==> config.mk <==
export PLATFORM = sky130hd
export DESIGN_NAME = fsnp_ctrl
export DESIGN_NICKNAME = d
export VERILOG_FILES = /design/src/rtl/fsnp_pkg.sv /design/src/rtl/fsnp_ctrl.sv
export SDC_FILE = /design/constraint.sdc
export NUM_CORES = 1
export LEC_CHECK = 0
export BUFFER_PORTS_ARGS = -buffer_cell sky130_fd_sc_hd__buf_2
export CAP_MARGIN = 10
export CORE_AREA = 2 2 39 41
export CTS_CLUSTER_SIZE = 14
export DETAILED_ROUTE_END_ITERATION = 16
export DIE_AREA = 0 0 41 43
export PLACE_DENSITY_LB_ADDON = 0.05
export SETUP_SLACK_MARGIN = 0.15
export SLEW_MARGIN = 10
export SYNTH_ARGS = -nofsm -noshare
export SYNTH_HDL_FRONTEND = slang
export SYNTH_SLANG_ARGS = --single-unit
==> constraint.sdc <==
create_clock -name clk -period 1.25 [get_ports clk]
set_input_delay 0.25 -clock clk [delete_from_list [all_inputs] [get_ports clk]]
set_output_delay 0.25 -clock clk [all_outputs]
set_load 0.01 [all_outputs]
==> src/rtl/fsnp_pkg.sv <==
// fsnp_pkg: shared types and constants of the nearest-neighbor downscaler
// used by fsnp_ctrl, fsnp_dp and fit_scale_nearest_palette_top; no dependencies
package fsnp_pkg;

	// configuration port
	localparam int CFG_IDX_W  = 3;
	localparam int CFG_DATA_W = 13;

	localparam logic [CFG_IDX_W-1:0] REG_SOURCE_WIDTH  = 3'd0;
	localparam logic [CFG_IDX_W-1:0] REG_SOURCE_HEIGHT = 3'd1;
	localparam logic [CFG_IDX_W-1:0] REG_LIMIT_WIDTH   = 3'd2;
	localparam logic [CFG_IDX_W-1:0] REG_LIMIT_HEIGHT  = 3'd3;
	localparam logic [CFG_IDX_W-1:0] REG_OUTPUT_MODE   = 3'd4;

	// output modes
	localparam logic [1:0] MODE_INDEX   = 2'd1;
	localparam logic [1:0] MODE_PALETTE = 2'd2;

	// item kinds
	localparam logic REQ_PALETTE = 1'b0;
	localparam logic REQ_PIXEL   = 1'b1;

	// reset values of the registers
	localparam logic [12:0] RST_SOURCE_WIDTH  = 13'd1;
	localparam logic [12:0] RST_SOURCE_HEIGHT = 13'd1;
	localparam logic [7:0]  RST_LIMIT_WIDTH   = 8'd249;
	localparam logic [8:0]  RST_LIMIT_HEIGHT  = 9'd384;

	// saturation of the destination size
	localparam logic [7:0] DEST_W_MAX = 8'd255;
	localparam logic [8:0] DEST_H_MAX = 9'd511;

	typedef enum logic [2:0] {
		ST_IDLE,
		ST_DIVW_GO,
		ST_DIVW,
		ST_DIVH_GO,
		ST_DIVH,
		ST_MUL,
		ST_FIT,
		ST_EVAL
	} state_t;

	// commands from controller to datapath
	typedef struct packed {
		logic take_pal;
		logic take_pix;
		logic div_start;
		logic div_sel;
		logic cap_rw;
		logic cap_rh;
		logic mul;
		logic fit;
		logic eval;
	} ctrl_cmd_t;

	// status from datapath to controller
	typedef struct packed {
		logic frame_start;
		logic src_zero;
		logic div_busy;
		logic hit;
		logic out_block;
	} dp_status_t;

endpackage

==> src/rtl/fsnp_ctrl.sv <==
// fsnp_ctrl: controller state machine of the downscaler
// depends on fsnp_pkg
module fsnp_ctrl (
	input  logic                clk,
	input  logic                arst_n,
	input  logic                in_valid,
	input  logic                req_type,
	output logic                in_stall,
	input  fsnp_pkg::dp_status_t status,
	output fsnp_pkg::ctrl_cmd_t  cmd
);
	import fsnp_pkg::*;

	state_t state_q;
	state_t state_n;

	// state register
	always_ff @(posedge clk or negedge arst_n) begin
		if (!arst_n) begin
			state_q <= ST_IDLE;
		end else begin
			state_q <= state_n;
		end
	end

	// next state
	always_comb begin
		state_n = state_q;
		unique case (state_q)
			ST_IDLE: begin
				if (in_valid && req_type == REQ_PIXEL && !status.src_zero) begin
					state_n = status.frame_start ? ST_DIVW_GO : ST_EVAL;
				end
			end
			ST_DIVW_GO: state_n = ST_DIVW;
			ST_DIVW: begin
				if (!status.div_busy) begin
					state_n = ST_DIVH_GO;
				end
			end
			ST_DIVH_GO: state_n = ST_DIVH;
			ST_DIVH: begin
				if (!status.div_busy) begin
					state_n = ST_MUL;
				end
			end
			ST_MUL: state_n = ST_FIT;
			ST_FIT: state_n = ST_EVAL;
			ST_EVAL: begin
				if (!(status.hit && status.out_block)) begin
					state_n = ST_IDLE;
				end
			end
			default: state_n = ST_IDLE;
		endcase
	end

	// outputs
	always_comb begin
		cmd          = '0;
		in_stall     = (state_q != ST_IDLE);
		cmd.take_pal = (state_q == ST_IDLE) && in_valid && req_type == REQ_PALETTE;
		cmd.take_pix = (state_q == ST_IDLE) && in_valid && req_type == REQ_PIXEL &&
			!status.src_zero;
		cmd.div_start = (state_q == ST_DIVW_GO) || (state_q == ST_DIVH_GO);
		cmd.div_sel   = (state_q == ST_DIVH_GO) || (state_q == ST_DIVH);
		cmd.cap_rw    = (state_q == ST_DIVW) && !status.div_busy;
		cmd.cap_rh    = (state_q == ST_DIVH) && !status.div_busy;
		cmd.mul       = (state_q == ST_MUL);
		cmd.fit       = (state_q == ST_FIT);
		cmd.eval      = (state_q == ST_EVAL) && !(status.hit && status.out_block);
	end

`ifndef SYNTHESIS
	a_cap_after_run: assert property (@(posedge clk) disable iff (!arst_n)
		cmd.cap_rw |-> $past(state_q) == ST_DIVW || $past(state_q) == ST_DIVW_GO)
		else $error("ratio captured outside a division");
	a_eval_after_fit: assert property (@(posedge clk) disable iff (!arst_n)
		state_q == ST_FIT |=> state_q == ST_EVAL)
		else $error("fit not followed by evaluation");
	a_pix_leaves_idle: assert property (@(posedge clk) disable iff (!arst_n)
		cmd.take_pix |=> state_q != ST_IDLE)
		else $error("pixel taken without evaluation");
`endif

endmodule

== After elaboration in Yosys (flattened, before gate mapping) ==
Index checks and enable logic that the tools add are counted.

* Register bits after elaboration: 3
* Bits of input ports: 9
* Output and inout bits: 10
* Logic and storage cells: 37

* Equal/unequal tests: 11
* Mux-type cells: 6
* Bitwise operators: 1
* Reduce and logical (&&, ||, !) cells: 18

{| class="wikitable"
|+ Operator list
! operator !! count
|-
| 3-bit one-hot mux with 8 select lines || 1
|-
| 3-bit 2-to-1 mux || 5
|-
| 3-bit equality test (second input constant) || 4
|-
| 1-bit logical AND || 10
|-
| 2-bit != test (second input constant) || 4
|-
| 3-bit by 2-bit equality test with 1-bit output (second input constant) || 2
|-
| 4-bit AND reduction || 1
|-
| 3-bit by 1-bit equality test with 1-bit output (second input constant) || 1
|-
| 1-bit logical NOT || 3
|-
| 3-bit logical NOT || 1
|-
| 3-bit nonzero test || 1
|-
| 1-bit logical OR || 2
|-
| 1-bit NOT || 1
|}

== Longest topological paths before layout ==
* Depth in word-level cells: 4
* Depth in mapped cells: 4
* Mapped depth without buffers: 3

== Worst setup path before layout ==
No wires, ideal clock.

* Path kind: flip-flop to output port
* Start: reg state_q[2]
* End: out cmd[8] in the netlist's numbering
* Arrival time: 1.147 ns
* Data required time: 1.000 ns
* Path slack: -0.147 ns
* Stages on the path, launching flop included: 3
* Path buffers: 0
* Cells stage by stage: dfrtp_1 -> or3_4 -> nor3b_1

{| class="wikitable"
|+ RTL lines
! what !! RTL line !! RTL
|-
| from (decl) || fsnp_ctrl.sv:14 || <nowiki>state_t state_q;</nowiki>
|-
| from (signal assigned) || fsnp_ctrl.sv:22 || <nowiki>state_q <= state_n;</nowiki>
|-
| to (decl) || fsnp_ctrl.sv:10 || <nowiki>output fsnp_pkg::ctrl_cmd_t cmd</nowiki>
|}

==> impl_metrics.json <==
{
  "status": "complete, but fails checks",
  "clk_pin_slew_ns": 0.03,
  "ys_warn_count": 0,
  "synth_area_sq_um": 280.3,
  "portBuffers": 18,
  "grt-ovfl-total": 0,
  "synth_xor_area_frac": 0,
  "cts_buffers": 3,
  "wl_um": 1029,
  "grt_antenna_before_repair": 0,
  "multi_input_area_sq_um": 325.3,
  "synth-adder-area-share": 0,
  "clk_latency_ns": 0.23,
  "via_count": 390,
  "ys.flop_type": "dfrtp_1",
  "worst_pin_slew_ns": 0.2176,
  "synth_cell_type_count": 22,
  "fin_worst_skew_ns": 0.0001934,
  "grt_pass1_vias": 407,
  "vias_per_cell": 4.643,
  "ant_nets": 0,
  "cts.path.max_buffers": 2,
  "async_flop_share": 1.000,
  "grtUsageTotal": 0.1408,
  "row_count": 14,
  "worstPathCellList": "or3_4 -> nor3b_4 -> buf_2",
  "crit_fanout": 4,
  "diodes": 0,
  "synth_compound_area_frac": 0.2768,
  "grt_pass1_wl_um": 1711,
  "final_net_count": 78,
  "finalWorstSetupSlack_ns": -0.3387,
  "fmax_ghz": 0.6295,
  "synthSimpleGateAreaFrac": 0.4063,
  "finalCritPeriodShare": 1.271,
  "end_kind": "primary output",
  "die_area_sq_um": 1763,
  "grt_max_degree": 13,
  "hpwl_um": 675.5,
  "fp.coreArea_sq_um": 1384,
  "fin_crit_ns": 1.589,
  "post_route_cells_drive_above_1_share": 0.7500,
  "cp-start-kind": "flip-flop",
  "p_per_area_nw_per_um2": 2618,
  "p_total_mw": 1.884,
  "ys_top_cells_by_count": "nand2_1, dfrtp_1, nor2_1",
  "synth_most_common_cell": "nand2_1",
  "cap_violations": 0,
  "hold_violations": 0,
  "htreeDepth": 1,
  "area_growth_pct": 156.7,
  "die-width_um": 41,
  "cts_tree": "done",
  "report.final.setup_viol": 12,
  "largest_register_ffs": 3,
  "seq_area_frac_synth": 0.2679,
  "synth.area.top_cells": "dfrtp_1, nand2_1, nor4b_1",
  "min_path_type": "input port to async pin",
  "place_congestion": 0.6937,
  "synth-edff-count": 0,
  "final_util": 0.5199,
  "regMostFlops": "state_q",
  "drc": 0,
  "peakVddDrop_mv": 1.221,
  "path_class": "flip-flop to primary output",
  "cp.arrival_ns": 1.34,
  "slew_headroom": 0.8549,
  "io_pins": 19,
  "synth_fp_nets": 44,
  "netlist_instances": 35,
  "leakage_nw": 0.3459,
  "synth-seq-cells": 3,
  "violations": "setup timing",
  "yosysTopAreaCellShare": 0.2679,
  "rsz0062_at_grt": "true",
  "cp_slowest_stage_delay_ns": 0.43,
  "initial_utilization": 0.2025,
  "reg_top3": "state_q (3)",
  "seq_area_sq_um": 75.07,
  "yosysTopAreaCell": "dfrtp_1",
  "drt-pass1-iter-count": 4,
  "die_h_um": 43,
  "slew_violations": 0,
  "synth_top_family_by_area": "simple AND/OR/NAND/NOR gates",
  "fillers": 136,
  "syn_avg_cell_area_sq_um": 8.008,
  "slowest_stage": "or3_4",
  "wl_per_cell_um": 12.25,
  "muxShareOfSynthArea": 0,
  "clockRootBuffer": "clkbuf_4",
  "cts_sinks": 3,
  "required_ns": 1.00,
  "initialDrtViolationCount": 3,
  "fin_setup_tns_ns": -2.421
}
## layer usage
metal,vias to the layer above,track usage,share of wire
met2,9,0.2563,0.58
met3,0,0.05759,0.056
met1,187,0.1521,0.36
li1,194,-,-
met4,0,0,0
met5,-,0,0
## worst max-delay path: cells and delay by family (launching register included)
kind                   cells  cell delay (ns)
and+or+nand+nor            2             0.59
buffers and inverters      1             0.15
DFF                        1             0.37
## metrics by stage
stage,cell area [sq um],hold slack [ns],cells,setup WS [ns]
final,719.4,0.3503,84,-0.3387
after global routing,719.4,0.3517,84,-0.3967
after CTS,696.9,0.3422,84,-0.3519
after detailed placement,498.0,0.04809,71,-0.1141
after global placement,498.0,0.04522,71,-0.08469
after floorplan,361.6,-0.04559,35,-0.03663
## cell usage in the layout (no fill, tap or decap), drive strengths merged, types with 2 or more instances in the layout
cell type and instances:
buf 30, nor4b 2, dfrtp 3, nor2b 2, nor3 2, nand2 6
clkbuf 4, nor2 3
## path summary, 6_finish.rpt
path	slack (ns)	start	endpoint	cells past startpoint
hold reg to reg	0.74	state_q[1]	state_q[1]	2
setup / recovery	-0.34	state_q[1]	cmd[8]	3
setup reg to reg	-0.13	state_q[2]	state_q[0]	5
max in group asynchronous	0.79	arst_n	state_q[1]	2
hold / removal	0.35	arst_n	state_q[2]	2
min in group clk	0.39	status[2]	state_q[2]	3
## where the power goes
| part | switching (mW) | internal (mW) | leakage (nW) |
|---|---|---|---|
| logic | 0.638 | 0.902 | 0.296 |
| registers | 0.0293 | 0.151 | 0.0349 |
| clock network | 0.0444 | 0.119 | 0.0150 |
## repair_timing
| action | CTS | global route |
|---|---|---|
| setup buffers | 7 | 0 |
| pin swaps | 4 | 2 |
| gates resized for setup | 16 | 4 |
| hold buffers | 1 | 0 |
| cloned | 1 | 0 |
| hold endpoints to repair | 3 | 0 |
| setup endpoints to repair | 13 | 13 |
## layout make-up
class / instances / area share
repair buffers: 32 / 0.3791
clock buffers: 4 / 0.03652
well taps: 16 / 0.02783
multi-input cells: 29 / 0.4522
flip-flops and latches: 3 / 0.1043
## cells by family after synthesis
logic type	Yosys count
simple gates	20
compound gates	9
flops	3
buf+inv	3
Note: power is estimated with default switching activity, not from simulation.
